--- src/design/tse_pkg.sv ---
// ----------------------------------------------------------------------------
// Topological sort engine package
// Shared widths, codes, a control structure and a helper function.
// ----------------------------------------------------------------------------
package tse_pkg;

   localparam int MAX_NODES = 32;
   localparam int NODE_W    = 5;
   localparam int CNT_W     = 6;
   localparam int DEG_W     = 6;
   localparam int CSR_IDX_W = 2;
   localparam int CSR_DAT_W = 6;

   typedef enum logic [1:0] {
      CMD_CLEAR = 2'd0,
      CMD_EDGE  = 2'd1,
      CMD_SORT  = 2'd2,
      CMD_NONE  = 2'd3
   } cmd_type;

   localparam logic [CSR_IDX_W-1:0] CSR_NODE_COUNT = 2'd0;
   localparam logic [CSR_IDX_W-1:0] CSR_PRIORITY   = 2'd1;

   typedef struct packed {
      logic clear;
      logic accumulate;
      logic decrement;
   } lane_ctrl_type;

   function automatic logic [NODE_W-1:0] lowest_index(input logic [MAX_NODES-1:0] mask);
      logic [NODE_W-1:0] idx;
      idx = '0;
      for (int i = MAX_NODES - 1; i >= 0; i--) begin
         if (mask[i]) begin
            idx = NODE_W'(i);
         end
      end
      return idx;
   endfunction

endpackage

--- src/design/tse_if.sv ---
// ----------------------------------------------------------------------------
// Topological sort engine channels
// Valid/ready channels for commands, results and register writes.
// ----------------------------------------------------------------------------
interface tse_req_if;
   import tse_pkg::*;
   logic              valid;
   logic              ready;
   logic [1:0]        command;
   logic [NODE_W-1:0] from_node;
   logic [NODE_W-1:0] to_node;
   modport source (output valid, command, from_node, to_node, input ready);
   modport sink (input valid, command, from_node, to_node, output ready);
endinterface

interface tse_rsp_if;
   import tse_pkg::*;
   logic              valid;
   logic              ready;
   logic [NODE_W-1:0] node;
   logic              last;
   logic              cycle_found;
   modport source (output valid, node, last, cycle_found, input ready);
   modport sink (input valid, node, last, cycle_found, output ready);
endinterface

interface tse_csr_if;
   import tse_pkg::*;
   logic                 valid;
   logic                 ready;
   logic [CSR_IDX_W-1:0] index;
   logic [CSR_DAT_W-1:0] data;
   modport source (output valid, index, data, input ready);
   modport sink (input valid, index, data, output ready);
endinterface

--- src/design/tse_ram.sv ---
// ----------------------------------------------------------------------------
// Generic RAM
// One write port and one read port with registered read data.
// ----------------------------------------------------------------------------
module tse_ram #(
   parameter int WIDTH = 32,
   parameter int DEPTH = 32
) (
   input  logic                     clock,
   input  logic                     wr_en,
   input  logic [$clog2(DEPTH)-1:0] wr_addr,
   input  logic [WIDTH-1:0]         wr_data,
   input  logic [$clog2(DEPTH)-1:0] rd_addr,
   output logic [WIDTH-1:0]         rd_data
);

   logic [WIDTH-1:0] mem [DEPTH];

   always_ff @(posedge clock) begin
      if (wr_en) begin
         mem[wr_addr] <= wr_data;
      end
      rd_data <= mem[rd_addr];
   end

endmodule

--- src/design/tse_lanes.sv ---
// ----------------------------------------------------------------------------
// Topological sort engine degree lanes
// One in-degree counter per node, counted up from rows and counted down.
// ----------------------------------------------------------------------------
module tse_lanes (
   input  logic                            clock,
   input  tse_pkg::lane_ctrl_type          ctrl,
   input  logic [tse_pkg::MAX_NODES-1:0]   row,
   output logic [tse_pkg::MAX_NODES-1:0]   zero_mask,
   output logic [tse_pkg::MAX_NODES-1:0]   hit_mask
);
   import tse_pkg::*;

   logic [DEG_W-1:0] deg_ff [MAX_NODES];
   logic [DEG_W-1:0] deg_in [MAX_NODES];

   always_comb begin
      for (int i = 0; i < MAX_NODES; i++) begin
         deg_in[i]    = deg_ff[i];
         zero_mask[i] = (deg_ff[i] == '0);
         hit_mask[i]  = row[i] && (deg_ff[i] == DEG_W'(1));
         if (ctrl.clear) begin
            deg_in[i] = '0;
         end else if (ctrl.accumulate && row[i]) begin
            deg_in[i] = deg_ff[i] + DEG_W'(1);
         end else if (ctrl.decrement && row[i] && (deg_ff[i] != '0)) begin
            deg_in[i] = deg_ff[i] - DEG_W'(1);
         end
      end
   end

   always_ff @(posedge clock) begin
      for (int i = 0; i < MAX_NODES; i++) begin
         deg_ff[i] <= deg_in[i];
      end
   end

endmodule

--- src/design/topological_sort_engine_top.sv ---
// Sort first counts in-degrees by reading each adjacency row, then pops nodes and reads
// each popped node's row from the adjacency RAM to lower the degrees of its successors.
// Results then leave one item at a time, each waiting for the result channel to accept it.
// Only one command is worked on at a time; a new item is taken when the previous is done.
// Reset is synchronous and clears the graph, node_count to 1 and priority_mode to 0.
// ----------------------------------------------------------------------------
// Topological sort engine
// Kahn sort over an adjacency RAM with FIFO or lowest-index ready order.
// ----------------------------------------------------------------------------
module topological_sort_engine_top (
   input  logic      clock,
   input  logic      reset,
   tse_req_if.sink   req_chan,
   tse_rsp_if.source rsp_chan,
   tse_csr_if.sink   csr_chan
);
   import tse_pkg::*;

   typedef enum logic [13:0] {
      S_IDLE     = 14'b00000000000001,
      S_EDGE_WR  = 14'b00000000000010,
      S_DEG_RD   = 14'b00000000000100,
      S_DEG_ACC  = 14'b00000000001000,
      S_SEED     = 14'b00000000010000,
      S_DRAIN    = 14'b00000000100000,
      S_POP      = 14'b00000001000000,
      S_POP_WAIT = 14'b00000010000000,
      S_ROW_RD   = 14'b00000100000000,
      S_ROW_WAIT = 14'b00001000000000,
      S_FINISH   = 14'b00010000000000,
      S_OUT_RD   = 14'b00100000000000,
      S_OUT_LD   = 14'b01000000000000,
      S_OUT_WAIT = 14'b10000000000000
   } state_type;

   state_type            state_ff, state_in;
   logic [CNT_W-1:0]     node_count_ff, node_count_in;
   logic                 prio_ff, prio_in;
   logic [MAX_NODES-1:0] row_valid_ff, row_valid_in;
   logic [CNT_W-1:0]     j_ff, j_in;
   logic [CNT_W-1:0]     emitted_ff, emitted_in;
   logic [CNT_W-1:0]     fill_ff, fill_in;
   logic [CNT_W-1:0]     k_ff, k_in;
   logic [NODE_W-1:0]    cur_ff, cur_in;
   logic [NODE_W-1:0]    dst_ff, dst_in;
   logic [NODE_W-1:0]    adj_raddr_ff;
   logic [MAX_NODES-1:0] ready_ff, ready_in;
   logic [MAX_NODES-1:0] new_ff, new_in;
   logic                 rsp_valid_ff, rsp_valid_in;
   logic [NODE_W-1:0]    rsp_node_ff, rsp_node_in;
   logic                 rsp_last_ff, rsp_last_in;
   logic                 rsp_cycle_ff, rsp_cycle_in;

   logic [CNT_W-1:0]     n_act;
   logic [MAX_NODES-1:0] col_mask;
   logic [MAX_NODES-1:0] adj_rdata, adj_row, row_masked, adj_wdata;
   logic                 adj_we;
   logic [NODE_W-1:0]    adj_waddr, adj_raddr;
   logic                 ord_we;
   logic [NODE_W-1:0]    ord_waddr, ord_wdata, ord_raddr, ord_rdata;
   logic [MAX_NODES-1:0] zero_mask, hit_mask;
   lane_ctrl_type        lane_ctrl;
   logic                 req_fire;
   logic [NODE_W-1:0]    pick;

   assign req_chan.ready   = (state_ff == S_IDLE);
   assign req_fire         = req_chan.valid && req_chan.ready;
   assign csr_chan.ready   = 1'b1;
   assign rsp_chan.valid   = rsp_valid_ff;
   assign rsp_chan.node    = rsp_node_ff;
   assign rsp_chan.last    = rsp_last_ff;
   assign rsp_chan.cycle_found = rsp_cycle_ff;

   always_comb begin
      if (node_count_ff == '0) begin
         n_act = CNT_W'(1);
      end else if (node_count_ff > CNT_W'(MAX_NODES)) begin
         n_act = CNT_W'(MAX_NODES);
      end else begin
         n_act = node_count_ff;
      end
      for (int i = 0; i < MAX_NODES; i++) begin
         col_mask[i] = (CNT_W'(i) < n_act);
      end
   end

   assign adj_row    = row_valid_ff[adj_raddr_ff] ? adj_rdata : '0;
   assign row_masked = adj_row & col_mask;

   tse_ram #(.WIDTH(MAX_NODES), .DEPTH(MAX_NODES)) u_adj_ram (
      .clock   (clock),
      .wr_en   (adj_we),
      .wr_addr (adj_waddr),
      .wr_data (adj_wdata),
      .rd_addr (adj_raddr),
      .rd_data (adj_rdata)
   );

   tse_ram #(.WIDTH(NODE_W), .DEPTH(MAX_NODES)) u_order_ram (
      .clock   (clock),
      .wr_en   (ord_we),
      .wr_addr (ord_waddr),
      .wr_data (ord_wdata),
      .rd_addr (ord_raddr),
      .rd_data (ord_rdata)
   );

   tse_lanes u_lanes (
      .clock     (clock),
      .ctrl      (lane_ctrl),
      .row       (row_masked),
      .zero_mask (zero_mask),
      .hit_mask  (hit_mask)
   );

   always_comb begin
      state_in      = state_ff;
      node_count_in = node_count_ff;
      prio_in       = prio_ff;
      row_valid_in  = row_valid_ff;
      j_in          = j_ff;
      emitted_in    = emitted_ff;
      fill_in       = fill_ff;
      k_in          = k_ff;
      cur_in        = cur_ff;
      dst_in        = dst_ff;
      ready_in      = ready_ff;
      new_in        = new_ff;
      rsp_valid_in  = rsp_valid_ff;
      rsp_node_in   = rsp_node_ff;
      rsp_last_in   = rsp_last_ff;
      rsp_cycle_in  = rsp_cycle_ff;
      adj_we        = 1'b0;
      adj_waddr     = adj_raddr_ff;
      adj_wdata     = adj_row | (MAX_NODES'(1) << dst_ff);
      adj_raddr     = cur_ff;
      ord_we        = 1'b0;
      ord_waddr     = fill_ff[NODE_W-1:0];
      ord_wdata     = lowest_index(new_ff);
      ord_raddr     = emitted_ff[NODE_W-1:0];
      lane_ctrl     = '0;
      pick          = lowest_index(ready_ff);

      if (csr_chan.valid) begin
         if (csr_chan.index == CSR_NODE_COUNT) begin
            node_count_in = csr_chan.data;
         end else if (csr_chan.index == CSR_PRIORITY) begin
            prio_in = csr_chan.data[0];
         end
      end

      unique case (state_ff)
         S_IDLE: begin
            adj_raddr = req_chan.from_node;
            if (req_fire) begin
               unique case (cmd_type'(req_chan.command))
                  CMD_CLEAR: begin
                     row_valid_in = '0;
                  end
                  CMD_EDGE: begin
                     dst_in = req_chan.to_node;
                     if ((CNT_W'(req_chan.from_node) < n_act) &&
                         (CNT_W'(req_chan.to_node) < n_act)) begin
                        state_in = S_EDGE_WR;
                     end
                  end
                  CMD_SORT: begin
                     lane_ctrl.clear = 1'b1;
                     j_in       = '0;
                     emitted_in = '0;
                     fill_in    = '0;
                     ready_in   = '0;
                     new_in     = '0;
                     state_in   = S_DEG_RD;
                  end
                  CMD_NONE: begin
                  end
               endcase
            end
         end
         S_EDGE_WR: begin
            adj_we = 1'b1;
            row_valid_in[adj_raddr_ff] = 1'b1;
            state_in = S_IDLE;
         end
         S_DEG_RD: begin
            adj_raddr = j_ff[NODE_W-1:0];
            state_in  = S_DEG_ACC;
         end
         S_DEG_ACC: begin
            lane_ctrl.accumulate = 1'b1;
            j_in = j_ff + CNT_W'(1);
            state_in = (j_ff + CNT_W'(1) == n_act) ? S_SEED : S_DEG_RD;
         end
         S_SEED: begin
            if (prio_ff) begin
               ready_in = zero_mask & col_mask;
               state_in = S_POP;
            end else begin
               new_in   = zero_mask & col_mask;
               state_in = S_DRAIN;
            end
         end
         S_DRAIN: begin
            if (new_ff == '0) begin
               state_in = S_POP;
            end else begin
               ord_we  = 1'b1;
               fill_in = fill_ff + CNT_W'(1);
               new_in  = new_ff & ~(MAX_NODES'(1) << ord_wdata);
            end
         end
         S_POP: begin
            if (prio_ff) begin
               if (ready_ff == '0) begin
                  state_in = S_FINISH;
               end else begin
                  ord_we     = 1'b1;
                  ord_waddr  = emitted_ff[NODE_W-1:0];
                  ord_wdata  = pick;
                  cur_in     = pick;
                  ready_in   = ready_ff & ~(MAX_NODES'(1) << pick);
                  emitted_in = emitted_ff + CNT_W'(1);
                  state_in   = S_ROW_RD;
               end
            end else begin
               state_in = (emitted_ff == fill_ff) ? S_FINISH : S_POP_WAIT;
            end
         end
         S_POP_WAIT: begin
            cur_in     = ord_rdata;
            emitted_in = emitted_ff + CNT_W'(1);
            state_in   = S_ROW_RD;
         end
         S_ROW_RD: begin
            state_in = S_ROW_WAIT;
         end
         S_ROW_WAIT: begin
            lane_ctrl.decrement = 1'b1;
            if (prio_ff) begin
               ready_in = ready_ff | hit_mask;
               state_in = S_POP;
            end else begin
               new_in   = hit_mask;
               state_in = S_DRAIN;
            end
         end
         S_FINISH: begin
            k_in = '0;
            if (emitted_ff != n_act) begin
               rsp_valid_in = 1'b1;
               rsp_node_in  = '0;
               rsp_last_in  = 1'b1;
               rsp_cycle_in = 1'b1;
               state_in     = S_OUT_WAIT;
            end else begin
               state_in = S_OUT_RD;
            end
         end
         S_OUT_RD: begin
            ord_raddr = k_ff[NODE_W-1:0];
            state_in  = S_OUT_LD;
         end
         S_OUT_LD: begin
            rsp_valid_in = 1'b1;
            rsp_node_in  = ord_rdata;
            rsp_last_in  = (k_ff + CNT_W'(1) == n_act);
            rsp_cycle_in = 1'b0;
            state_in     = S_OUT_WAIT;
         end
         S_OUT_WAIT: begin
            if (rsp_chan.ready) begin
               rsp_valid_in = 1'b0;
               k_in = k_ff + CNT_W'(1);
               state_in = rsp_last_ff ? S_IDLE : S_OUT_RD;
            end
         end
         default: begin
            state_in = S_IDLE;
         end
      endcase
   end

   always_ff @(posedge clock) begin
      if (reset) begin
         state_ff      <= S_IDLE;
         node_count_ff <= CNT_W'(1);
         prio_ff       <= 1'b0;
         row_valid_ff  <= '0;
         j_ff          <= '0;
         emitted_ff    <= '0;
         fill_ff       <= '0;
         k_ff          <= '0;
         ready_ff      <= '0;
         new_ff        <= '0;
         rsp_valid_ff  <= 1'b0;
         adj_raddr_ff  <= '0;
      end else begin
         state_ff      <= state_in;
         node_count_ff <= node_count_in;
         prio_ff       <= prio_in;
         row_valid_ff  <= row_valid_in;
         j_ff          <= j_in;
         emitted_ff    <= emitted_in;
         fill_ff       <= fill_in;
         k_ff          <= k_in;
         ready_ff      <= ready_in;
         new_ff        <= new_in;
         rsp_valid_ff  <= rsp_valid_in;
         adj_raddr_ff  <= adj_raddr;
      end
      cur_ff       <= cur_in;
      dst_ff       <= dst_in;
      rsp_node_ff  <= rsp_node_in;
      rsp_last_ff  <= rsp_last_in;
      rsp_cycle_ff <= rsp_cycle_in;
   end

   a_valid_in_wait: assert property (@(posedge clock) disable iff (reset)
      rsp_valid_ff |-> (state_ff == S_OUT_WAIT))
      else $error("Result valid outside the result wait state.");

   a_cycle_form: assert property (@(posedge clock) disable iff (reset)
      (rsp_valid_ff && rsp_cycle_ff) |-> (rsp_last_ff && (rsp_node_ff == '0)))
      else $error("Cycle result is not a single zero-node last item.");

   a_emit_bound: assert property (@(posedge clock) disable iff (reset)
      (emitted_ff <= CNT_W'(MAX_NODES)) && (fill_ff <= CNT_W'(MAX_NODES)))
      else $error("Emitted or queued count exceeds the node limit.");

   a_fifo_order: assert property (@(posedge clock) disable iff (reset)
      (state_ff == S_POP_WAIT) |-> (emitted_ff < fill_ff))
      else $error("Queue read past its fill level.");

endmodule
--- src/flat_wrapper.sv ---
// flat-port wrapper written by rule: the top's interface ports become plain ports
module topological_sort_engine_top_flat import tse_pkg::*;
  (clock, reset, req_chan_valid, req_chan_command, req_chan_from_node, req_chan_to_node, req_chan_ready, rsp_chan_valid, rsp_chan_node, rsp_chan_last, rsp_chan_cycle_found, rsp_chan_ready, csr_chan_valid, csr_chan_index, csr_chan_data, csr_chan_ready);
  tse_req_if req_chan_i ();
  tse_rsp_if rsp_chan_i ();
  tse_csr_if csr_chan_i ();
  input  logic clock;
  input  logic reset;
  input wire logic [$bits(req_chan_i.valid)-1:0] req_chan_valid;
  input wire logic [$bits(req_chan_i.command)-1:0] req_chan_command;
  input wire logic [$bits(req_chan_i.from_node)-1:0] req_chan_from_node;
  input wire logic [$bits(req_chan_i.to_node)-1:0] req_chan_to_node;
  output wire logic [$bits(req_chan_i.ready)-1:0] req_chan_ready;
  output wire logic [$bits(rsp_chan_i.valid)-1:0] rsp_chan_valid;
  output wire logic [$bits(rsp_chan_i.node)-1:0] rsp_chan_node;
  output wire logic [$bits(rsp_chan_i.last)-1:0] rsp_chan_last;
  output wire logic [$bits(rsp_chan_i.cycle_found)-1:0] rsp_chan_cycle_found;
  input wire logic [$bits(rsp_chan_i.ready)-1:0] rsp_chan_ready;
  input wire logic [$bits(csr_chan_i.valid)-1:0] csr_chan_valid;
  input wire logic [$bits(csr_chan_i.index)-1:0] csr_chan_index;
  input wire logic [$bits(csr_chan_i.data)-1:0] csr_chan_data;
  output wire logic [$bits(csr_chan_i.ready)-1:0] csr_chan_ready;
  assign req_chan_i.valid = req_chan_valid;
  assign req_chan_i.command = req_chan_command;
  assign req_chan_i.from_node = req_chan_from_node;
  assign req_chan_i.to_node = req_chan_to_node;
  assign req_chan_ready = req_chan_i.ready;
  assign rsp_chan_valid = rsp_chan_i.valid;
  assign rsp_chan_node = rsp_chan_i.node;
  assign rsp_chan_last = rsp_chan_i.last;
  assign rsp_chan_cycle_found = rsp_chan_i.cycle_found;
  assign rsp_chan_i.ready = rsp_chan_ready;
  assign csr_chan_i.valid = csr_chan_valid;
  assign csr_chan_i.index = csr_chan_index;
  assign csr_chan_i.data = csr_chan_data;
  assign csr_chan_ready = csr_chan_i.ready;
  topological_sort_engine_top u_core (.clock(clock), .reset(reset), .req_chan(req_chan_i), .rsp_chan(rsp_chan_i), .csr_chan(csr_chan_i));
endmodule
--- config.mk ---
export PLATFORM = sky130hd
export DESIGN_NAME = topological_sort_engine_top_flat
export DESIGN_NICKNAME = d
export VERILOG_FILES = /design/src/design/tse_pkg.sv /design/src/design/tse_if.sv /design/src/design/tse_ram.sv /design/src/design/tse_lanes.sv /design/src/design/topological_sort_engine_top.sv /design/src/flat_wrapper.sv
export SDC_FILE = /design/constraint.sdc
export NUM_CORES = 2
export LEC_CHECK = 0
export BUFFER_PORTS_ARGS = -buffer_cell sky130_fd_sc_hd__buf_4
export CAP_MARGIN = 20
export CORE_MARGIN = 4
export CORE_UTILIZATION = 50
export CTS_BUF_LIST = sky130_fd_sc_hd__clkbuf_8
export CTS_CLUSTER_DIAMETER = 80
export DETAILED_ROUTE_END_ITERATION = 16
export PLACE_DENSITY = 0.65
export SETUP_SLACK_MARGIN = 0.2
export SLEW_MARGIN = 5
export SYNTH_ARGS = -nofsm -noshare
export SYNTH_HDL_FRONTEND = slang
export SYNTH_SLANG_ARGS = --single-unit
export TNS_END_PERCENT = 5
--- constraint.sdc ---
create_clock -name clock -period 9.33 [get_ports clock]
set_input_delay 0.4665 -clock clock [delete_from_list [all_inputs] [get_ports clock]]
set_output_delay 0.4665 -clock clock [all_outputs]
set_load 0.01 [all_outputs]
; ---- Word-level counts from Yosys, hierarchy flattened
; Memories as Yosys holds them, arrays and structs flattened. A register that Yosys moved wholly into a read port is not among the register bits.
; Cells that the tools add are included.
[word_totals]
regBits = 164
ram_bits = 1376
output_inout_bits = 10
word_cells = 667
n_memories = 3
[classes]
add_sub_neg = 68
magnitude_cmp = 37
eq_ne = 68
n_shift = 3
muxes = 236
n_bitwise = 10
n_reduce_logical = 225
[mem_list]
columns = memory, depth, word_bits, read_ports, rd_ports_with_merged_regs, write_ports, line
row1 = u_core.u_adj_ram.mem, 32, 32, 1, 1, 1, tse_ram.sv:17  ; logic [WIDTH-1:0] mem [DEPTH];
row2 = u_core.u_lanes.deg_ff, 32, 6, 32, 0, 32, tse_lanes.sv:14  ; logic [DEG_W-1:0] deg_ff [MAX_NODES];
row3 = u_core.u_order_ram.mem, 32, 5, 1, 1, 1, tse_ram.sv:17
[op_table]
columns = cell, count
row1 = two-way mux 6 bit, 104
row2 = two-way mux 32 bit, 12
row3 = two-way mux 5 bit, 75
row4 = one-hot mux 32 bit (4 select lines), 2
row5 = adder 6 x 1 -> 6 bit (second input constant), 36
row6 = logical NOT 6 bit, 33
row7 = == test 6 x 1 -> 1 bit (second input constant), 32
row8 = nonzero test 6 bit, 32
row9 = subtractor 6 x 1 -> 6 bit (second input constant), 32
row10 = one-hot mux 14 bit (12 select lines), 1
row11 = logical AND 1 bit, 131
row12 = AND 32 bit, 4
row13 = < comparator 5 x 6 -> 1 bit (first input constant), 16
row14 = OR 32 bit, 3
row15 = left shift 1 x 5 -> 32 bit (first input constant), 3
row16 = two-way mux 14 bit, 6
row17 = logical NOT 32 bit, 2
row18 = NOT 32 bit, 2
row19 = one-hot mux 32 bit (2 select lines), 1
row20 = < comparator 4 x 6 -> 1 bit (first input constant), 8
row21 = one-hot mux 6 bit (2 select lines), 3
row22 = one-hot mux 5 bit (2 select lines), 3
row23 = one-hot mux 14 bit (2 select lines), 1
row24 = < comparator 3 x 6 -> 1 bit (first input constant), 4
row25 = other kinds (48), 101

; ---- Depth between registers and ports, before layout
[logic_depth]
ltp_word = 38
depth_mapped = 13

; ---- By module
; A second synthesis with hierarchy kept.
[unflattened]
cells_unflattened = 5642
hier_area_um2 = 72087.9
[by_module_without_submodules]
columns = module, instances, cells_per_inst, area_each_um2, seq_area_each_um2
row1 = tse_ram at u_core.u_adj_ram, 1, 2260, 40487.6, 31390.1
row2 = tse_lanes, 1, 1740, 14415.1, 3843.7
row3 = topological_sort_engine_top, 1, 1365, 10840.4, 3453.3
row4 = tse_ram at u_core.u_order_ram, 1, 277, 6344.8, 4904.7

; ---- Worst setup path before layout
; Ideal clock, no wire load.
[synth_path]
path_kind = register -> register
startpoint = register u_core.state_ff[13]
endpoint = memory u_core.u_order_ram.mem[0][0] (netlist name), data pin
setup_time_ps = 468
arrival_time_ps = 3271
path_slack_ps = 5591
path_stages_with_launch = 7
path_buffers = 1
path_cell_list = dfxtp_1 > nor4_4 > nand4_1 > a2111oi_1 > nand2_1 > clkbuf_1 > o31ai_1
[synth_via]
elab_chain_len = 2
[synth_rtl]
columns = element, line
row1 = from (decl), topological_sort_engine_top.sv:36  ; state_type state_ff, state_in;
row2 = from (signal assigned), topological_sort_engine_top.sv:299  ; state_ff <= state_in;
row3 = == test 14 x 7 -> 1 bit, topological_sort_engine_top.sv:152  ; unique case (state_ff)
row4 = two-way mux 5 bit, topological_sort_engine_top.sv:152
row5 = named net u_core.ord_wdata[0], topological_sort_engine_top.sv:60  ; logic [NODE_W-1:0] ord_waddr, ord_wdata, ord_raddr, ord_rdata;
row6 = to (decl), tse_ram.sv:17
; The timed path passes the listed nets, and every way through them passes these cells.

; ---- Final worst setup path
[layout_path]
startpoint = register u_core.state_ff[5]
endpoint = register u_core.u_adj_ram.rd_data[22] (read register of u_core.u_adj_ram.mem)
[layout_via]
elab_chain_len = 2
word_cells_on_any_way = 3
[layout_rtl]
columns = element, line
row1 = == test 14 x 3 -> 1 bit or == test 14 x 1 -> 1 bit (tied branches), topological_sort_engine_top.sv:152
row2 = one-hot mux 5 bit (2 select lines) (*), topological_sort_engine_top.sv:152
row3 = to (decl), tse_ram.sv:14  ; output logic [WIDTH-1:0] rd_data
; Mark *: on every way between the ends. The rest lies on a longest branch, timed or not.
; A chain may end at the register's enable or synchronous reset.

==> results.json <==
{
  "status": "complete, no violations",
  "place_ws_ns": 4.78,
  "grt_antenna_before_repair": 9,
  "drt_first_pass_iters": 6,
  "vias": 49800,
  "min_period_ns": 4.65,
  "critPathRequiredTime_ns": 10.25,
  "rsz0062_at_grt": "false",
  "clk_path_buf_depth": 4,
  "finalWirelength_microns": 198000,
  "tns_ns": 0,
  "fmax_mhz": 215,
  "path_max_fanout": 71,
  "ys_warn_count": 0,
  "min_to": "u_core.state_ff[1]$_SDFFE_PP0P_",
  "hold_depth": 3,
  "fin_cells": 8012,
  "grt_overflow": 0,
  "die_area_sq_um": 144000,
  "worstMarginPinSlew_ns": 1.20,
  "holdWs_ns": 0.0891,
  "fp-row-count": 135,
  "clk_pin_slew_ns": 0.06,
  "hpwl_microns": 109000,
  "io_pins": 35,
  "reg2reg_from": "u_core.state_ff[5]$_SDFFE_PP0P_",
  "htreeDepth": 5,
  "hold_class": "in2reg",
  "synth_most_common_cell": "edfxtp_1",
  "track_usage": 0.270,
  "layout.nets": 6172,
  "endpoint_kind": "flip-flop",
  "r2r_setup_slack_ns": 4.68,
  "drive_gt1_frac": 0.103,
  "startpoint_type": "flip-flop",
  "fp.dieW_microns": 379,
  "powerDensity_nw_per_um2": 284,
  "fin_crit_sh": 0.499,
  "clock-sinks": 1577,
  "viasPerCell": 6.21,
  "root_buffer": "clkbuf_8",
  "fillers": 11400,
  "finalHoldViolCount": 0,
  "maxCapViolCount": 0,
  "synth_top_area_cell": "edfxtp_1",
  "dp_cells": 7498,
  "ff2ff_path_depth": 11,
  "multi_input_comb_area_sq_um": 23800,
  "wl_per_cell_microns": 24.7,
  "skew_ns": 0.0738,
  "ys_seq_area_frac": 0.632,
  "setup_violations": 0,
  "grt_max_degree": 177,
  "arrival_ns": 5.57,
  "yosys-top-cells-area": "edfxtp_1 (52%), dfxtp_1 (11%), a21oi_1 (5.5%), nand2_1 (4.5%), nor2_1 (2.5%)",
  "cts_tree": "built",
  "peakVddDrop_uv": 332,
  "clkLatencyLatePin_ns": 0.98,
  "gp_congestion": 0.918,
  "synth_edf_count": 1201,
  "syn_nets": 6080,
  "syn_inst": 5944,
  "area_growth_pct": 11.2,
  "holdCritStartpoint": "req_chan_command[1]",
  "die_y_microns": 379,
  "ys_ff_latch": 1577,
  "synth_top_area_share": 0.523,
  "grt_pass1_vias": 47200,
  "drtIter0Drc": 5637,
  "synthArstFlopShare": 0,
  "avgSynthCellArea_sq_um": 11.6,
  "synth_cell_types": 89,
  "synth_ff_type": "edfxtp_1",
  "regArea_sq_um": 43600,
  "max_slew_margin": 0.189,
  "drcViolationCount": 0,
  "synth_area_sq_um": 68900,
  "p_leak_nw": 26.8,
  "critPathKind": "reg2reg",
  "cts-resized-gates": 0,
  "port_buffers": 33,
  "grt_pass1_wl_microns": 295000,
  "worst_slack_ns": 4.68,
  "start_util": 0.506,
  "report.final.slew_viol_count": 0,
  "antenna_left": 0,
  "coreArea_sq_um": 136000,
  "synthTopCellsByCount": "edfxtp_1 (1,201), nand2_1 (835), a21oi_1 (754)",
  "timing.rr.end": "u_core.u_adj_ram.rd_data[22]$_DFF_P_",
  "cts_buffers": 278,
  "power_mw": 21.7
}
-- metal layers --
| layer | vias to the layer above | track usage | part of all wire |
|---|---|---|---|
| met5 | - | 0 | 0.000066 |
| li1 | 22500 | - | - |
| met2 | 2276 | 0.437 | 0.47 |
| met4 | 2 | 0.109 | 0.039 |
| met1 | 24500 | 0.362 | 0.41 |
| met3 | 483 | 0.0508 | 0.084 |
-- state kept, by name, summed over array words and instances (netlist names), 14 cells and up --
signal                    cells
u_core.ready_ff              32
u_core.new_ff                32
u_core.u_adj_ram.mem       1024
u_core.state_ff              14
u_core.u_adj_ram.rd_data     32
u_core.row_valid_ff          32
u_core.u_lanes.deg_ff       192
u_core.u_order_ram.mem      160
-- stage by stage --
step           utilization  area (sq um)
2_1_floorplan            -         68900
6_report             0.563         76600
3_5_place_dp         0.523         71200
5_1_grt              0.563         76600
3_3_place_gp         0.522         71100
4_1_cts              0.562         76500
-- cells by family after synthesis --
logic type / synth area share
flip-flops: 0.632
multiplexers: 0.0243
AND/OR/NAND/NOR: 0.127
buffers and inverters: 0.0282
other: 0.0000544
adder cells (fa/ha/maj): 0.0201
AO/OA/AOI/OAI: 0.142
XOR/XNOR: 0.0255
-- placed cells by master, fill, tap and decap left out, types with 47 or more instances in the layout --
cell      instances
nor4_1           76
ha_1            111
or3_1            62
nand2_1         833
nor3_1           76
nand3_1         133
inv_1           200
nand4_1          73
a21oi_1         753
xnor2_1         146
clkbuf_8        310
a221oi_1        101
mux2i_1          47
buf_4           125
nor2_1          420
a22oi_1         139
xor2_1           55
o21ai_0         150
a211oi_1         71
dfxtp_1         376
mux4_2           48
edfxtp_1       1201
-- layout make-up --
cell class / count / share of cell area
Clock inverter: 158 / 0.00916
Timing Repair Buffer: 178 / 0.0211
Antenna cell: 7 / 0.000229
Multi-Input combinational cell: 3898 / 0.311
Tap cell: 1781 / 0.0291
Inverter: 103 / 0.00504
Sequential cell: 1577 / 0.569
Clock buffer: 310 / 0.0557
-- power breakdown --
part	leakage (nW)	internal [mW]	switching, mW
combinational	9.77	2.55	5.13
sequential	14.2	7.78	0.466
clock	2.91	3.08	2.75
total	26.8	13.4	8.34
-- timing repair --
action,in CTS,in global routing
hold endpoints to repair,40,0
setup endpoints to repair,0,0
setup buffers,0,0
hold buffers,27,0
-- critical path, cell delays in order (launching register included) --
cell      delay (ns)
dfxtp_1         0.39
nor4_4          0.49
and4_1          0.59
and2_1          0.30
a221o_4         0.35
buf_4           0.68
buf_4           0.64
a21oi_1         0.14
a221oi_1        0.33
a21oi_1         0.08
a211oi_1        0.34
a31o_1          0.14
-- how the worst max path moves through the flow --
stage,start,endpoint,depth (start not counted)
detailed placement,u_core.state_ff[5]$_SDFFE_PP0P_,u_core.u_adj_ram.rd_data[11]$_DFF_P_,11
CTS,u_core.state_ff[5]$_SDFFE_PP0P_,u_core.u_adj_ram.rd_data[11]$_DFF_P_,11
global placement,u_core.state_ff[5]$_SDFFE_PP0P_,u_core.u_adj_ram.rd_data[11]$_DFF_P_,11
global route,u_core.state_ff[5]$_SDFFE_PP0P_,u_core.u_adj_ram.rd_data[11]$_DFF_P_,11
finish,u_core.state_ff[5]$_SDFFE_PP0P_,u_core.u_adj_ram.rd_data[22]$_DFF_P_,11
floorplan,u_core.state_ff[13]$_SDFFE_PP0P_,u_core.u_order_ram.mem[0][0]$_DFFE_PP_,6
Power figures use the tool's default switching activity.
